==> config.mk <==
export PLATFORM = sky130hd
export DESIGN_NAME = buffer_pool_pin_manager_unit
export DESIGN_NICKNAME = d
export VERILOG_FILES = /design/src/rtl/bppm_pkg.sv /design/src/rtl/bppm_ctrl.sv /design/src/rtl/bppm_datapath.sv /design/src/rtl/buffer_pool_pin_manager_unit.sv
export SDC_FILE = /design/constraint.sdc
export NUM_CORES = 2
export LEC_CHECK = 0
export ABC_AREA = 0
export ABC_CLOCK_PERIOD_IN_PS = 6500
export BUFFER_PORTS_ARGS = -buffer_cell sky130_fd_sc_hd__buf_2
export CAP_MARGIN = 20
export CELL_PAD_IN_SITES_DETAIL_PLACEMENT = 1
export CELL_PAD_IN_SITES_GLOBAL_PLACEMENT = 1
export CORE_ASPECT_RATIO = 0.8
export CORE_MARGIN = 2
export CORE_UTILIZATION = 50
export CTS_BUF_LIST = sky130_fd_sc_hd__clkbuf_4 sky130_fd_sc_hd__clkbuf_8
export DETAILED_ROUTE_END_ITERATION = 12
export PLACE_DENSITY = 0.86
export SLEW_MARGIN = 15
export SYNTH_ARGS = -nofsm -noshare
export SYNTH_HDL_FRONTEND = slang
export SYNTH_SLANG_ARGS = --single-unit
export TNS_END_PERCENT = 5
==> constraint.sdc <==
create_clock -name clock -period 6.5 [get_ports clock]
set_input_delay 0 -clock clock [delete_from_list [all_inputs] [get_ports clock]]
set_output_delay 0 -clock clock [all_outputs]
set_load 0.01 [all_outputs]
==> src/rtl/bppm_pkg.sv <==
// Shared types, widths and constants of the buffer pool pin manager.
package bppm_pkg;

   localparam int POOL_FRAMES_DEF = 8;
   localparam int PIN_BITS_DEF    = 8;
   localparam int MAX_RESULTS     = 8;
   localparam int K_BITS          = $clog2(MAX_RESULTS);

   localparam int OP_BITS     = 2;
   localparam int FILE_BITS   = 16;
   localparam int BLOCK_BITS  = 32;
   localparam int INDEX_BITS  = 3;
   localparam int TXN_BITS    = 16;
   localparam int LSN_BITS    = 32;
   localparam int STATUS_BITS = 2;
   localparam int AVAIL_BITS  = 4;
   localparam int FIU_BITS    = 4;

   localparam int MAX_ACTIVE = (1 << FIU_BITS) - 1;
   localparam logic [FIU_BITS-1:0] FIU_RESET = FIU_BITS'(8);
   localparam logic signed [LSN_BITS-1:0] NO_LSN = '1;

   typedef enum logic [OP_BITS-1:0] {
      OP_PIN    = 2'd0,
      OP_UNPIN  = 2'd1,
      OP_MODIFY = 2'd2,
      OP_FLUSH  = 2'd3
   } op_type;

   typedef enum logic [STATUS_BITS-1:0] {
      STAT_OK        = 2'd0,
      STAT_NO_FRAME  = 2'd1,
      STAT_UNPIN_ERR = 2'd2,
      STAT_PIN_SAT   = 2'd3
   } rsp_status_type;

   typedef struct packed {
      logic lookup;
      logic commit;
      logic count_start;
      logic count_step;
   } ctl_cmd_type;

   typedef struct packed {
      logic out_free;
      logic more;
      logic count_done;
   } dp_sts_type;

endpackage

==> src/rtl/bppm_ctrl.sv <==
// Sequencing state machine of the buffer pool pin manager.
module bppm_ctrl
   import bppm_pkg::*;
(
   input  logic        clock,
   input  logic        reset,
   input  logic        req_valid,
   output logic        req_ready,
   input  logic        csr_write_enable,
   input  dp_sts_type  sts,
   output ctl_cmd_type cmd
);

   typedef enum logic [2:0] {
      ST_IDLE  = 3'b001,
      ST_EXEC  = 3'b010,
      ST_COUNT = 3'b100
   } ctl_state_type;

   ctl_state_type state_ff, state_in;

   always_comb begin
      req_ready       = (state_ff == ST_IDLE) && !csr_write_enable;
      cmd.lookup      = req_valid && req_ready;
      cmd.count_start = (state_ff == ST_IDLE) && csr_write_enable;
      cmd.commit      = (state_ff == ST_EXEC) && sts.out_free;
      cmd.count_step  = (state_ff == ST_COUNT);
   end

   always_comb begin
      state_in = state_ff;
      case (state_ff)
         ST_IDLE: begin
            if (cmd.count_start) begin
               state_in = ST_COUNT;
            end else if (cmd.lookup) begin
               state_in = ST_EXEC;
            end
         end
         ST_EXEC: begin
            if (cmd.commit && !sts.more) begin
               state_in = ST_IDLE;
            end
         end
         ST_COUNT: begin
            if (sts.count_done) begin
               state_in = ST_IDLE;
            end
         end
         default: begin
            state_in = ST_IDLE;
         end
      endcase
   end

   always_ff @(posedge clock) begin
      if (reset) begin
         state_ff <= ST_IDLE;
      end else begin
         state_ff <= state_in;
      end
   end

   a_accept_exec: assert property (@(posedge clock) disable iff (reset)
      req_valid && req_ready |=> state_ff == ST_EXEC)
      else $error("accepted request did not enter execution");

   a_commit_done: assert property (@(posedge clock) disable iff (reset)
      cmd.commit && !sts.more |=> state_ff == ST_IDLE)
      else $error("final result did not return to idle");

   a_csr_count: assert property (@(posedge clock) disable iff (reset)
      state_ff == ST_IDLE && csr_write_enable |=> state_ff == ST_COUNT)
      else $error("register write did not start recount");

endmodule

==> src/rtl/bppm_datapath.sv <==
// Frame table, lookup lanes and result register of the buffer pool pin manager.
module bppm_datapath
   import bppm_pkg::*;
#(
   parameter int POOL_FRAMES = POOL_FRAMES_DEF,
   parameter int PIN_BITS    = PIN_BITS_DEF
) (
   input  logic                          clock,
   input  logic                          reset,
   input  ctl_cmd_type                   cmd,
   output dp_sts_type                    sts,
   input  logic [FIU_BITS-1:0]           csr_write_data,
   input  logic [OP_BITS-1:0]            req_operation,
   input  logic [FILE_BITS-1:0]          req_file_id,
   input  logic [BLOCK_BITS-1:0]         req_block_number,
   input  logic [INDEX_BITS-1:0]         req_frame_index,
   input  logic [TXN_BITS-1:0]           req_txn_id,
   input  logic signed [LSN_BITS-1:0]    req_log_seq,
   output logic                          rsp_valid,
   input  logic                          rsp_ready,
   output logic [STATUS_BITS-1:0]        rsp_status,
   output logic [INDEX_BITS-1:0]         rsp_granted_frame,
   output logic                          rsp_hit,
   output logic                          rsp_fetch,
   output logic                          rsp_writeback,
   output logic [FILE_BITS-1:0]          rsp_wb_file_id,
   output logic [BLOCK_BITS-1:0]         rsp_wb_block_number,
   output logic signed [LSN_BITS-1:0]    rsp_wb_log_seq,
   output logic [AVAIL_BITS-1:0]         rsp_available,
   output logic                          rsp_last
);

   localparam int SCAN_FRAMES = (POOL_FRAMES < MAX_ACTIVE) ? POOL_FRAMES : MAX_ACTIVE;
   localparam int TGT_BITS    = $clog2(SCAN_FRAMES);
   localparam logic [PIN_BITS-1:0] PIN_MAX = '1;
   localparam logic [K_BITS-1:0]   K_LAST  = K_BITS'(MAX_RESULTS - 1);

   function automatic logic [FIU_BITS-1:0] clamp_active(input logic [FIU_BITS-1:0] v);
      logic [FIU_BITS-1:0] r;
      if (v == '0) begin
         r = FIU_BITS'(1);
      end else if (32'(v) > SCAN_FRAMES) begin
         r = FIU_BITS'(SCAN_FRAMES);
      end else begin
         r = v;
      end
      return r;
   endfunction

   function automatic logic [TGT_BITS-1:0] first_set(input logic [SCAN_FRAMES-1:0] v);
      logic [TGT_BITS-1:0] r;
      r = '0;
      for (int i = SCAN_FRAMES - 1; i >= 0; i--) begin
         if (v[i]) begin
            r = TGT_BITS'(i);
         end
      end
      return r;
   endfunction

   // frame table
   logic [SCAN_FRAMES-1:0]       valid_ff, valid_in;
   logic [SCAN_FRAMES-1:0]       dirty_ff, dirty_in;
   logic [FILE_BITS-1:0]         file_ff  [SCAN_FRAMES];
   logic [BLOCK_BITS-1:0]        block_ff [SCAN_FRAMES];
   logic [PIN_BITS-1:0]          pin_ff   [SCAN_FRAMES];
   logic [TXN_BITS-1:0]          txn_ff   [SCAN_FRAMES];
   logic signed [LSN_BITS-1:0]   lsn_ff   [SCAN_FRAMES];
   logic [AVAIL_BITS-1:0]        avail_ff, avail_in;
   logic [FIU_BITS-1:0]          act_n_ff, act_n_in;
   logic [TGT_BITS-1:0]          scan_ff, scan_in;

   // latched request and lookup outcome
   op_type                       op_ff;
   logic [FILE_BITS-1:0]         rq_file_ff;
   logic [BLOCK_BITS-1:0]        rq_block_ff;
   logic [TXN_BITS-1:0]          rq_txn_ff;
   logic signed [LSN_BITS-1:0]   rq_lsn_ff;
   logic                         fi_ok_ff;
   logic                         hit_ff;
   logic                         free_ff;
   logic [TGT_BITS-1:0]          tgt_ff, tgt_in;
   logic [SCAN_FRAMES-1:0]       rem_ff;
   logic [K_BITS-1:0]            k_ff;

   // result register
   logic                         rsp_valid_ff, rsp_valid_in;
   rsp_status_type               rsp_status_ff;
   logic [INDEX_BITS-1:0]        rsp_frame_ff;
   logic                         rsp_hit_ff, rsp_fetch_ff, rsp_wb_ff, rsp_last_ff;
   logic [FILE_BITS-1:0]         rsp_wbf_ff;
   logic [BLOCK_BITS-1:0]        rsp_wbb_ff;
   logic signed [LSN_BITS-1:0]   rsp_wbl_ff;
   logic [AVAIL_BITS-1:0]        rsp_avail_ff;

   // lookup lanes
   logic [SCAN_FRAMES-1:0] active, pin_zero, hit_vec, free_vec, flush_vec;
   op_type                 req_op;
   logic                   req_fi_ok;
   logic [TGT_BITS-1:0]    look_tgt;

   always_comb begin
      req_op    = op_type'(req_operation);
      req_fi_ok = FIU_BITS'(req_frame_index) < act_n_ff;
      for (int i = 0; i < SCAN_FRAMES; i++) begin
         active[i]    = FIU_BITS'(i) < act_n_ff;
         pin_zero[i]  = pin_ff[i] == '0;
         hit_vec[i]   = active[i] && valid_ff[i] && (file_ff[i] == req_file_id)
                        && (block_ff[i] == req_block_number);
         free_vec[i]  = active[i] && pin_zero[i];
         flush_vec[i] = active[i] && valid_ff[i] && dirty_ff[i]
                        && (txn_ff[i] == req_txn_id);
      end
      case (req_op)
         OP_PIN: begin
            look_tgt = (hit_vec != '0) ? first_set(hit_vec) : first_set(free_vec);
         end
         OP_UNPIN, OP_MODIFY: begin
            look_tgt = TGT_BITS'(req_frame_index);
         end
         OP_FLUSH: begin
            look_tgt = first_set(flush_vec);
         end
         default: begin
            look_tgt = '0;
         end
      endcase
   end

   // execution of the latched request
   logic [PIN_BITS-1:0]        sel_pin;
   logic [FILE_BITS-1:0]       sel_file;
   logic [BLOCK_BITS-1:0]      sel_block;
   logic signed [LSN_BITS-1:0] sel_lsn;
   logic                       sel_valid, sel_dirty;
   logic [SCAN_FRAMES-1:0]     rem_next;

   rsp_status_type             r_status;
   logic [INDEX_BITS-1:0]      r_frame;
   logic                       r_hit, r_fetch, r_wb, r_last, r_more;
   logic [FILE_BITS-1:0]       r_wbf;
   logic [BLOCK_BITS-1:0]      r_wbb;
   logic signed [LSN_BITS-1:0] r_wbl;

   logic                       pin_we, tag_we, dirty_clr, dirty_set, txn_we, lsn_we;
   logic                       avail_inc, avail_dec;
   logic [PIN_BITS-1:0]        pin_wdata;
   logic [AVAIL_BITS-1:0]      avail_next;

   always_comb begin
      sel_pin   = pin_ff[tgt_ff];
      sel_file  = file_ff[tgt_ff];
      sel_block = block_ff[tgt_ff];
      sel_lsn   = lsn_ff[tgt_ff];
      sel_valid = valid_ff[tgt_ff];
      sel_dirty = dirty_ff[tgt_ff];
      rem_next  = rem_ff & ~(SCAN_FRAMES'(1) << tgt_ff);

      r_status  = STAT_OK;
      r_frame   = '0;
      r_hit     = 1'b0;
      r_fetch   = 1'b0;
      r_wb      = 1'b0;
      r_wbf     = '0;
      r_wbb     = '0;
      r_wbl     = NO_LSN;
      r_more    = 1'b0;
      pin_we    = 1'b0;
      pin_wdata = sel_pin;
      tag_we    = 1'b0;
      dirty_clr = 1'b0;
      dirty_set = 1'b0;
      txn_we    = 1'b0;
      lsn_we    = 1'b0;
      avail_inc = 1'b0;
      avail_dec = 1'b0;

      case (op_ff)
         OP_PIN: begin
            if (hit_ff) begin
               r_frame = INDEX_BITS'(tgt_ff);
               r_hit   = 1'b1;
               if (sel_pin == PIN_MAX) begin
                  r_status = STAT_PIN_SAT;
               end else begin
                  pin_we    = 1'b1;
                  pin_wdata = sel_pin + PIN_BITS'(1);
                  avail_dec = (sel_pin == '0);
               end
            end else if (!free_ff) begin
               r_status = STAT_NO_FRAME;
            end else begin
               r_frame   = INDEX_BITS'(tgt_ff);
               r_fetch   = 1'b1;
               tag_we    = 1'b1;
               pin_we    = 1'b1;
               pin_wdata = PIN_BITS'(1);
               avail_dec = 1'b1;
               if (sel_valid && sel_dirty) begin
                  r_wb      = 1'b1;
                  r_wbf     = sel_file;
                  r_wbb     = sel_block;
                  r_wbl     = sel_lsn;
                  dirty_clr = 1'b1;
               end
            end
         end
         OP_UNPIN: begin
            if (!fi_ok_ff || (sel_pin == '0)) begin
               r_status = STAT_UNPIN_ERR;
            end else begin
               pin_we    = 1'b1;
               pin_wdata = sel_pin - PIN_BITS'(1);
               avail_inc = (sel_pin == PIN_BITS'(1));
            end
         end
         OP_MODIFY: begin
            if (fi_ok_ff && sel_valid) begin
               dirty_set = 1'b1;
               txn_we    = 1'b1;
               lsn_we    = !rq_lsn_ff[LSN_BITS-1];
            end
         end
         OP_FLUSH: begin
            if (rem_ff != '0) begin
               r_frame   = INDEX_BITS'(tgt_ff);
               r_wb      = 1'b1;
               r_wbf     = sel_file;
               r_wbb     = sel_block;
               r_wbl     = sel_lsn;
               dirty_clr = 1'b1;
               r_more    = (rem_next != '0) && (k_ff != K_LAST);
            end
         end
         default: begin
            r_status = STAT_OK;
         end
      endcase
      r_last = !r_more;
      avail_next = avail_ff + AVAIL_BITS'(avail_inc) - AVAIL_BITS'(avail_dec);
   end

   always_comb begin
      sts.out_free   = !rsp_valid_ff || rsp_ready;
      sts.more       = r_more;
      sts.count_done = FIU_BITS'(scan_ff) == (act_n_ff - FIU_BITS'(1));
   end

   // next state of control registers
   always_comb begin
      valid_in     = valid_ff;
      dirty_in     = dirty_ff;
      avail_in     = avail_ff;
      act_n_in     = act_n_ff;
      scan_in      = scan_ff;
      rsp_valid_in = rsp_valid_ff && !rsp_ready;
      tgt_in       = tgt_ff;
      if (cmd.count_start) begin
         act_n_in = clamp_active(csr_write_data);
         avail_in = '0;
         scan_in  = '0;
      end
      if (cmd.count_step) begin
         avail_in = avail_ff + AVAIL_BITS'(pin_zero[scan_ff]);
         scan_in  = scan_ff + TGT_BITS'(1);
      end
      if (cmd.lookup) begin
         tgt_in = look_tgt;
      end
      if (cmd.commit) begin
         rsp_valid_in = 1'b1;
         avail_in     = avail_next;
         if (tag_we) begin
            valid_in[tgt_ff] = 1'b1;
         end
         if (dirty_clr) begin
            dirty_in[tgt_ff] = 1'b0;
         end
         if (dirty_set) begin
            dirty_in[tgt_ff] = 1'b1;
         end
         if (op_ff == OP_FLUSH) begin
            tgt_in = first_set(rem_next);
         end
      end
   end

   always_ff @(posedge clock) begin
      if (reset) begin
         valid_ff     <= '0;
         dirty_ff     <= '0;
         avail_ff     <= AVAIL_BITS'(clamp_active(FIU_RESET));
         act_n_ff     <= clamp_active(FIU_RESET);
         scan_ff      <= '0;
         rsp_valid_ff <= 1'b0;
      end else begin
         valid_ff     <= valid_in;
         dirty_ff     <= dirty_in;
         avail_ff     <= avail_in;
         act_n_ff     <= act_n_in;
         scan_ff      <= scan_in;
         rsp_valid_ff <= rsp_valid_in;
      end
   end

   always_ff @(posedge clock) begin
      if (reset) begin
         for (int i = 0; i < SCAN_FRAMES; i++) begin
            pin_ff[i] <= '0;
            lsn_ff[i] <= NO_LSN;
         end
      end else if (cmd.commit) begin
         if (pin_we) begin
            pin_ff[tgt_ff] <= pin_wdata;
         end
         if (lsn_we) begin
            lsn_ff[tgt_ff] <= rq_lsn_ff;
         end
      end
   end

   always_ff @(posedge clock) begin
      tgt_ff <= tgt_in;
      if (cmd.lookup) begin
         op_ff       <= req_op;
         rq_file_ff  <= req_file_id;
         rq_block_ff <= req_block_number;
         rq_txn_ff   <= req_txn_id;
         rq_lsn_ff   <= req_log_seq;
         fi_ok_ff    <= req_fi_ok;
         hit_ff      <= hit_vec != '0;
         free_ff     <= free_vec != '0;
         rem_ff      <= flush_vec;
         k_ff        <= '0;
      end
      if (cmd.commit) begin
         if (tag_we) begin
            file_ff[tgt_ff]  <= rq_file_ff;
            block_ff[tgt_ff] <= rq_block_ff;
         end
         if (txn_we) begin
            txn_ff[tgt_ff] <= rq_txn_ff;
         end
         if (op_ff == OP_FLUSH) begin
            rem_ff <= rem_next;
            k_ff   <= k_ff + K_BITS'(1);
         end
         rsp_status_ff <= r_status;
         rsp_frame_ff  <= r_frame;
         rsp_hit_ff    <= r_hit;
         rsp_fetch_ff  <= r_fetch;
         rsp_wb_ff     <= r_wb;
         rsp_wbf_ff    <= r_wbf;
         rsp_wbb_ff    <= r_wbb;
         rsp_wbl_ff    <= r_wbl;
         rsp_avail_ff  <= avail_next;
         rsp_last_ff   <= r_last;
      end
   end

   assign rsp_valid           = rsp_valid_ff;
   assign rsp_status          = rsp_status_ff;
   assign rsp_granted_frame   = rsp_frame_ff;
   assign rsp_hit             = rsp_hit_ff;
   assign rsp_fetch           = rsp_fetch_ff;
   assign rsp_writeback       = rsp_wb_ff;
   assign rsp_wb_file_id      = rsp_wbf_ff;
   assign rsp_wb_block_number = rsp_wbb_ff;
   assign rsp_wb_log_seq      = rsp_wbl_ff;
   assign rsp_available       = rsp_avail_ff;
   assign rsp_last            = rsp_last_ff;

   a_avail_bound: assert property (@(posedge clock) disable iff (reset)
      avail_ff <= act_n_ff)
      else $error("available count above active frame count");

   a_flush_shrink: assert property (@(posedge clock) disable iff (reset)
      cmd.commit && op_ff == OP_FLUSH |=> (rem_ff & ~$past(rem_ff)) == '0)
      else $error("flush set gained a frame");

   a_commit_valid: assert property (@(posedge clock) disable iff (reset)
      cmd.commit |=> rsp_valid_ff)
      else $error("committed result not presented");

endmodule

==> src/rtl/buffer_pool_pin_manager_unit.sv <==
// Top level of the buffer pool pin manager: controller plus frame table datapath.
//
//   port group | direction | handshake                | payload
//   req_       | in        | req_valid / req_ready    | operation, tag, frame, txn, log seq
//   rsp_       | out       | rsp_valid / rsp_ready    | status, frame, flags, write-back, count
//   csr_       | in        | csr_write_enable         | frames_in_use
//
// Pin, unpin and modify do the tag compare across all frames at accept, then the
// frame update and result register load.
// Flush gives one write-back result per cycle while the result side is not stalled,
// at most 8, and a single result when no frame matches.
// A register write recounts free frames one active frame a cycle; requests are
// held off while the write is asserted and until all active frames are counted.
// Reset is synchronous; it clears pins, dirty and valid marks and log numbers.
// A stalled result holds the update stage; the request side opens once it drains.
module buffer_pool_pin_manager_unit
   import bppm_pkg::*;
#(
   parameter int POOL_FRAMES = POOL_FRAMES_DEF,
   parameter int PIN_BITS    = PIN_BITS_DEF
) (
   input  logic                        clock,
   input  logic                        reset,
   input  logic                        req_valid,
   output logic                        req_ready,
   input  logic [OP_BITS-1:0]          req_operation,
   input  logic [FILE_BITS-1:0]        req_file_id,
   input  logic [BLOCK_BITS-1:0]       req_block_number,
   input  logic [INDEX_BITS-1:0]       req_frame_index,
   input  logic [TXN_BITS-1:0]         req_txn_id,
   input  logic signed [LSN_BITS-1:0]  req_log_seq,
   output logic                        rsp_valid,
   input  logic                        rsp_ready,
   output logic [STATUS_BITS-1:0]      rsp_status,
   output logic [INDEX_BITS-1:0]       rsp_granted_frame,
   output logic                        rsp_hit,
   output logic                        rsp_fetch,
   output logic                        rsp_writeback,
   output logic [FILE_BITS-1:0]        rsp_wb_file_id,
   output logic [BLOCK_BITS-1:0]       rsp_wb_block_number,
   output logic signed [LSN_BITS-1:0]  rsp_wb_log_seq,
   output logic [AVAIL_BITS-1:0]       rsp_available,
   output logic                        rsp_last,
   input  logic                        csr_write_enable,
   input  logic [FIU_BITS-1:0]         csr_write_data
);

   ctl_cmd_type cmd;
   dp_sts_type  sts;

   bppm_ctrl u_ctrl (
      .clock            (clock),
      .reset            (reset),
      .req_valid        (req_valid),
      .req_ready        (req_ready),
      .csr_write_enable (csr_write_enable),
      .sts              (sts),
      .cmd              (cmd)
   );

   bppm_datapath #(
      .POOL_FRAMES (POOL_FRAMES),
      .PIN_BITS    (PIN_BITS)
   ) u_datapath (
      .clock               (clock),
      .reset               (reset),
      .cmd                 (cmd),
      .sts                 (sts),
      .csr_write_data      (csr_write_data),
      .req_operation       (req_operation),
      .req_file_id         (req_file_id),
      .req_block_number    (req_block_number),
      .req_frame_index     (req_frame_index),
      .req_txn_id          (req_txn_id),
      .req_log_seq         (req_log_seq),
      .rsp_valid           (rsp_valid),
      .rsp_ready           (rsp_ready),
      .rsp_status          (rsp_status),
      .rsp_granted_frame   (rsp_granted_frame),
      .rsp_hit             (rsp_hit),
      .rsp_fetch           (rsp_fetch),
      .rsp_writeback       (rsp_writeback),
      .rsp_wb_file_id      (rsp_wb_file_id),
      .rsp_wb_block_number (rsp_wb_block_number),
      .rsp_wb_log_seq      (rsp_wb_log_seq),
      .rsp_available       (rsp_available),
      .rsp_last            (rsp_last)
   );

endmodule

Word-level counts from Yosys, hierarchy flattened
Memory sizes are Yosys's and may differ from the RTL's. A register that Yosys moved wholly into a read port is not among the register bits.
Cells that the tools add are included.
Widths: inputs -> output; s select.
{"block": "op_classes", "order_cmp": 13, "n_mux": 142, "n_eq_ne": 40, "bitwise": 6, "reduce_logical": 89, "shifts": 1, "n_addsub": 8}
{"operator": "$mux 32", "n": 9}
{"operator": "$eq 16x16->1", "n": 16}
{"operator": "$eq 32x32->1", "n": 8}
{"operator": "$mux 3", "n": 50}
{"operator": "$pmux 32 s2", "n": 2}
{"operator": "$mux 8", "n": 11}
{"operator": "$logic_not 8->1", "n": 9}
{"operator": "$mux 16", "n": 4}
{"operator": "$logic_and 1x1->1", "n": 58}
{"operator": "$mux 1", "n": 46}
{"operator": "$pmux 16 s2", "n": 1}
{"operator": "$reduce_bool 8->1", "n": 4}
{"operator": "$reduce_or 32->1", "n": 1}
{"operator": "$mux 4", "n": 5}
{"operator": "$pmux 3 s3", "n": 2}
{"operator": "$and 8x8->8", "n": 2}
{"operator": "$lt 3x4->1 const A", "n": 4}
{"operator": "$not 8->8", "n": 2}
{"operator": "$or 8x8->8", "n": 2}
{"operator": "$pmux 8 s2", "n": 1}
{"operator": "$bmux 1 s3", "n": 3}
{"operator": "$add 4x1->4", "n": 2}
{"operator": "$add 8x1->8 const B", "n": 1}
{"operator": "$eq 2x2->1 const B", "n": 4}
{"operator": "other kinds (36)", "n": 52}
{"block": "totals", "regBits": 239, "memories": 5, "input_bits": 110, "wordCells": 332, "mem_bits_rw": 832, "output_inout_bits": 95}
{"memory": "u_datapath.block_ff", "depth": 8, "word_bits": 32, "read_ports": 9, "rd_ports_with_merged_regs": 1, "write_ports": 1, "line": "bppm_datapath.sv:65", "text": "logic [BLOCK_BITS-1:0] block_ff [SCAN_FRAMES];"}
{"memory": "u_datapath.lsn_ff", "depth": 8, "word_bits": 32, "read_ports": 1, "rd_ports_with_merged_regs": 1, "write_ports": 8, "line": "bppm_datapath.sv:68", "text": "logic signed [LSN_BITS-1:0] lsn_ff [SCAN_FRAMES];"}
{"memory": "u_datapath.file_ff", "depth": 8, "word_bits": 16, "read_ports": 9, "rd_ports_with_merged_regs": 1, "write_ports": 1, "line": "bppm_datapath.sv:64", "text": "logic [FILE_BITS-1:0] file_ff [SCAN_FRAMES];"}
{"memory": "u_datapath.txn_ff", "depth": 8, "word_bits": 16, "read_ports": 8, "rd_ports_with_merged_regs": 0, "write_ports": 1, "line": "bppm_datapath.sv:67", "text": "logic [TXN_BITS-1:0] txn_ff [SCAN_FRAMES];"}
{"memory": "u_datapath.pin_ff", "depth": 8, "word_bits": 8, "read_ports": 9, "rd_ports_with_merged_regs": 1, "write_ports": 8, "line": "bppm_datapath.sv:66", "text": "logic [PIN_BITS-1:0] pin_ff [SCAN_FRAMES];"}

Depth between registers and ports, before layout
{"block": "logic_depth", "depth_word": 17, "ltp_mapped": 18, "ltp_nobuf": 16}

Cells and area by module
Synthesis repeated with hierarchy kept, for this count alone.
{"block": "unflattened", "hier_cells": 3320, "area_unflattened_um2": 49027.0}
{"module": "bppm_datapath", "n_inst": 1, "area_each_um2": 48856.9, "cells_each": 3298, "seq_area_each_um2": 31650.4}
{"module": "bppm_ctrl", "n_inst": 1, "area_each_um2": 170.2, "cells_each": 22, "seq_area_each_um2": 60.1}

Least setup slack after synthesis
OpenSTA, ideal clock, no wires.
{"block": "synth_path", "path_kind": "register to register", "from": "reg u_ctrl.state_ff[1]", "to": "mem u_datapath.block_ff[6][0] (enable)", "required_time_ns": 6.045, "slack_ns": 0.449, "stages_incl_launch_ff": 7, "path_buffers": 1, "arrival_time_ns": 5.596, "setup_ns": 0.455, "synth_period_minus_slack_ns": 6.051, "cell_sequence": "dfxtp_1 > nor3b_1 > nand2_1 > clkbuf_1 > inv_1 > nand2_1 > nor2_1"}
{"element": "start, declared", "line": "bppm_ctrl.sv:20", "text": "ctl_state_type state_ff, state_in;"}
{"element": "start signal, assigned", "line": "bppm_ctrl.sv:60", "text": "state_ff <= state_in;"}
{"element": "end, declared", "line": "bppm_datapath.sv:65"}

Worst setup path in the final report
{"block": "layout_path", "from": "reg u_datapath.tgt_ff[1]", "to": "reg u_ctrl.state_ff[1]"}
{"block": "layout_via", "elab_chain_cells": 11}
{"element": "start, declared", "line": "bppm_datapath.sv:82", "text": "logic [TGT_BITS-1:0] tgt_ff, tgt_in;"}
{"element": "start signal, assigned", "line": "bppm_datapath.sv:323", "text": "tgt_ff <= tgt_in;"}
{"element": "$shl 1x3->8", "line": "bppm_datapath.sv:157", "text": "rem_next = rem_ff & ~(SCAN_FRAMES'(1) << tgt_ff);"}
{"element": "$not 8->8", "line": "bppm_datapath.sv:157"}
{"element": "$and 8x8->8", "line": "bppm_datapath.sv:157"}
{"element": "$reduce_bool 8->1", "line": "bppm_datapath.sv:232", "text": "r_more = (rem_next != '0) && (k_ff != K_LAST);"}
{"element": "$logic_and 1x1->1", "line": "bppm_datapath.sv:232"}
{"element": "$mux 1", "line": "bppm_datapath.sv:225", "text": "if (rem_ff != '0) begin"}
{"element": "$mux 1", "line": "bppm_datapath.sv:178", "text": "case (op_ff)"}
{"element": "$logic_not 1->1"}
{"element": "named net u_datapath.r_last", "line": "bppm_datapath.sv:140", "text": "logic r_hit, r_fetch, r_wb, r_last, r_more;"}
{"element": "$logic_and 1x1->1", "line": "bppm_ctrl.sv:41", "text": "if (cmd.commit && !sts.more) begin"}
{"element": "$ne 2x2->1 (no source line)"}
{"element": "$reduce_and 3->1 (no source line)"}
The timed path passes the listed nets, and every way through them passes these cells.
A chain may end at the register's enable or synchronous reset.

==> results_dict.tcl <==
set metrics [dict create \
    status "finished, final reports clean" \
    track_usage 0.3293 \
    die_h_um 282.8 \
    dp.final_hpwl_mm 108.8 \
    dieWidth_um 352.5 \
    rsz0062_at_grt "no" \
    hp-class "primary input to register" \
    layout.cells.non_filler 5078 \
    worstHoldEndpoint "u_datapath.rq_file_ff[15]" \
    layout_worst_path_cycle_share 0.6811 \
    avgSynthCellArea_um2 15.02 \
    htreeDepth 4 \
    core_area_um2 96480 \
    powerDensity_nw_per_um2 285.2 \
    holdCritStartpoint "req_file_id[15]" \
    reg2reg_slack_ns 2.07 \
    grt_start_max_net_pins 72 \
    tightest_slew_ns 1.274 \
    drt_pass1_iterations 6 \
    p_leak_nw 17.85 \
    yosys_warnings 0 \
    start_util 0.5035 \
    fp-row-count 102 \
    synth_edf_count 1026 \
    root_buffer "clkbuf_8" \
    ys_types 89 \
    slew_headroom 0.1430 \
    design.portCount 205 \
    mostFrequentLayoutCells "edfxtp_1, xor2_1, or2_2, buf_2, nand2_1" \
    critPathLaunch "u_datapath.tgt_ff[1]" \
    grt_pass1_wl_mm 236.1 \
    worstReg2RegEnd "u_ctrl.state_ff[1]" \
    die_area_um2 99680 \
    grt_pass1_vias 32828 \
    synthArstFlopShare 0 \
    drive_gt1_frac 0.2670 \
    setup_tns_ns 0 \
    wl_mm 165.4 \
    synth-seq-cells 1071 \
    synth_nets 3370 \
    netlist_area_um2 48580 \
    cts_buffers 170 \
    cp-start-kind "register" \
    seq_area_frac_synth 0.6528 \
    ir_drop_uv 203.3 \
    maxCapViolCount 0 \
    antenna_found_initial 11 \
    fin_worst_skew_ns 0.06320 \
    finalHoldViolCount 0 \
    vias 32280 \
    reg2regPathDepth 9 \
    critical_path_required_ns 7.24 \
    crit_type "register to register" \
    crit_arrival_ns 5.17 \
    fin_util 0.5803 \
    crit_path_end_kind "register" \
    whs_ns 0.06002 \
    final_common_cell "edfxtp_1" \
    drcViolationCount 0 \
    crit_fanout 46 \
    yosys_most_used_dff "edfxtp_1" \
    p_total_mw 15.97 \
    grt_overflow_total 0 \
    place_congestion 1.012 \
    via_per_inst 6.357 \
    final-max-slew-violation-count 0 \
    cts_resized 0 \
    clockBufferDepth 3 \
    syn_inst 3235 \
    min_path_cells 2 \
    cts.clk_slew.worst_paths_ns 0.07 \
    finalCriticalPeriod_ns 4.427 \
    finalSetupViolCount 0 \
    cts_sinks 1071 \
    dp_cells 4604 \
    nets 3774 \
    portBuffers 204 \
    ant_nets 0 \
    cts_tree "done" \
    worstSkewPairLatency_ns 0.87 \
    area_growth_syn_to_layout_pct 15.26 \
    first_iter_violations 4526 \
    avgRoutedWirePerCell_um 32.57 \
    max_freq_ghz 0.2259 \
    r2r-start "u_datapath.tgt_ff[1]" \
]
[routing by layer]
metal / global-route usage / vias to the layer above / share of wire
met2: 0.5162 / 2252 / 0.46
met4: 0.1255 / 12 / 0.040
li1: - / 12964 / -
met1: 0.4340 / 16624 / 0.37
met3: 0.1020 / 428 / 0.13
met5: 0 / - / 0.00098
[cells in the mapped netlist (all sizes together), types with 3 or more instances]
cell type | n | area share
nor3 | 33 | 0.0036
mux2 | 7 | 0.0017
a311oi | 4 | 0.00085
and3 | 6 | 0.00080
o211ai | 3 | 0.00046
edfxtp | 1026 | 0.63
or3 | 4 | 0.00052
mux2i | 41 | 0.0085
nor4 | 108 | 0.014
a31oi | 8 | 0.0010
nand3 | 25 | 0.0026
or2 | 256 | 0.033
or3b | 5 | 0.00090
nand3b | 4 | 0.00062
xnor2 | 175 | 0.032
o22ai | 5 | 0.00064
or4 | 5 | 0.00077
nand2b | 23 | 0.0030
nor4b | 9 | 0.0018
o311a | 3 | 0.00062
ha | 24 | 0.0062
nor2 | 143 | 0.011
nor2b | 10 | 0.0013
a21o | 6 | 0.00093
a21oi | 95 | 0.010
mux4 | 182 | 0.085
inv | 41 | 0.0032
a22o | 3 | 0.00054
and4 | 3 | 0.00054
clkbuf | 138 | 0.011
buf | 38 | 0.0040
nand2 | 193 | 0.015
and2 | 17 | 0.0022
xor2 | 338 | 0.061
a21boi | 3 | 0.00046
a22oi | 6 | 0.00093
o21ai | 77 | 0.0079
a211oi | 3 | 0.00057
nand4 | 69 | 0.0089
dfxtp | 45 | 0.019
nor3b | 12 | 0.0019
[kinds of logic (layout without fill, tap and decap cells)]
group / Yosys count / count (layout) / synth area share
flops: 1071 / 1071 / 0.6528
simple gates: 930 / 930 / 0.1036
mux: 230 / 230 / 0.09514
xor+xnor: 513 / 513 / 0.09249
buf+inv: 218 / 755 / 0.01795
compound gates: 248 / 248 / 0.03142
fa+ha+maj: 25 / 25 / 0.006594
other cells: 0 / 6 / 0
[repair_timing]
item | 4_1_cts | 5_1_grt
setup buffers | 0 | 0
hold buffers | 159 | 0
endpoints found under the hold margin | 141 | 0
[where the power goes]
part / switching [mW] / leakage [nW] / internal, mW / total (mW)
sequential: 0.150 / 9.17 / 7.63 / 7.78
clock: 2.90 / 1.78 / 3.03 / 5.93
combinational: 1.41 / 6.89 / 0.839 / 2.25
total: 4.46 / 17.8 / 11.5 / 16.0
[state kept, by name, indices dropped and copies added (netlist names), 32 cells and up, named ones only]
name and count:
u_datapath.block_ff 256, u_datapath.lsn_ff 256, u_datapath.file_ff 128, u_datapath.txn_ff 128
u_datapath.pin_ff 64, u_datapath.rq_block_ff 32, u_datapath.rq_lsn_ff 32, u_datapath.rsp_wb_block_number 32
u_datapath.rsp_wb_log_seq 32
[worst max-delay path, cell delays in order, from the launching register on]
cell and delay, ns:
dfxtp_4 0.75, buf_4 0.71, buf_4 0.75, nand3_1 0.36, a22oi_1 0.43, a311o_1 0.44, nand2_1 0.09, nand2_1 0.10
a21oi_1 0.07, dlygate4sd3_1 0.58
[per-stage QoR]
stage | cell area (um^2) | worst slack (ns)
final | 55990 | 2.073
after global routing | 55980 | 1.923
after CTS | 55890 | 2.211
after detailed placement | 50930 | 2.212
after global placement | 50920 | 2.361
after floorplan | 48580 | 0.4492
[how the worst max path moves through the flow]
stage                                endpoint  cells past startpoint  slack [ns]
floorplan           u_datapath.block_ff[6][0]                      6        0.45
global placement     u_datapath.lsn_ff[2][15]                      6        2.36
detailed placement   u_datapath.lsn_ff[2][15]                      6        2.21
CTS                  u_datapath.lsn_ff[2][22]                      6        2.21
global route           u_datapath.avail_ff[2]                     15        1.92
finish                     u_ctrl.state_ff[1]                      9        2.07
[area by class of cell]
type | count | area (um^2)
Antenna cell | 6 | 15.01
Clock buffer | 231 | 2854
Clock inverter | 74 | 516.7
Fill cell | 9159 | 40490
Inverter | 42 | 167.7
Multi-Input combinational cell | 1946 | 16090
Sequential cell | 1071 | 31720
Tap cell | 1300 | 1627
Timing Repair Buffer | 408 | 2998
Power figures use the tool's default switching activity.
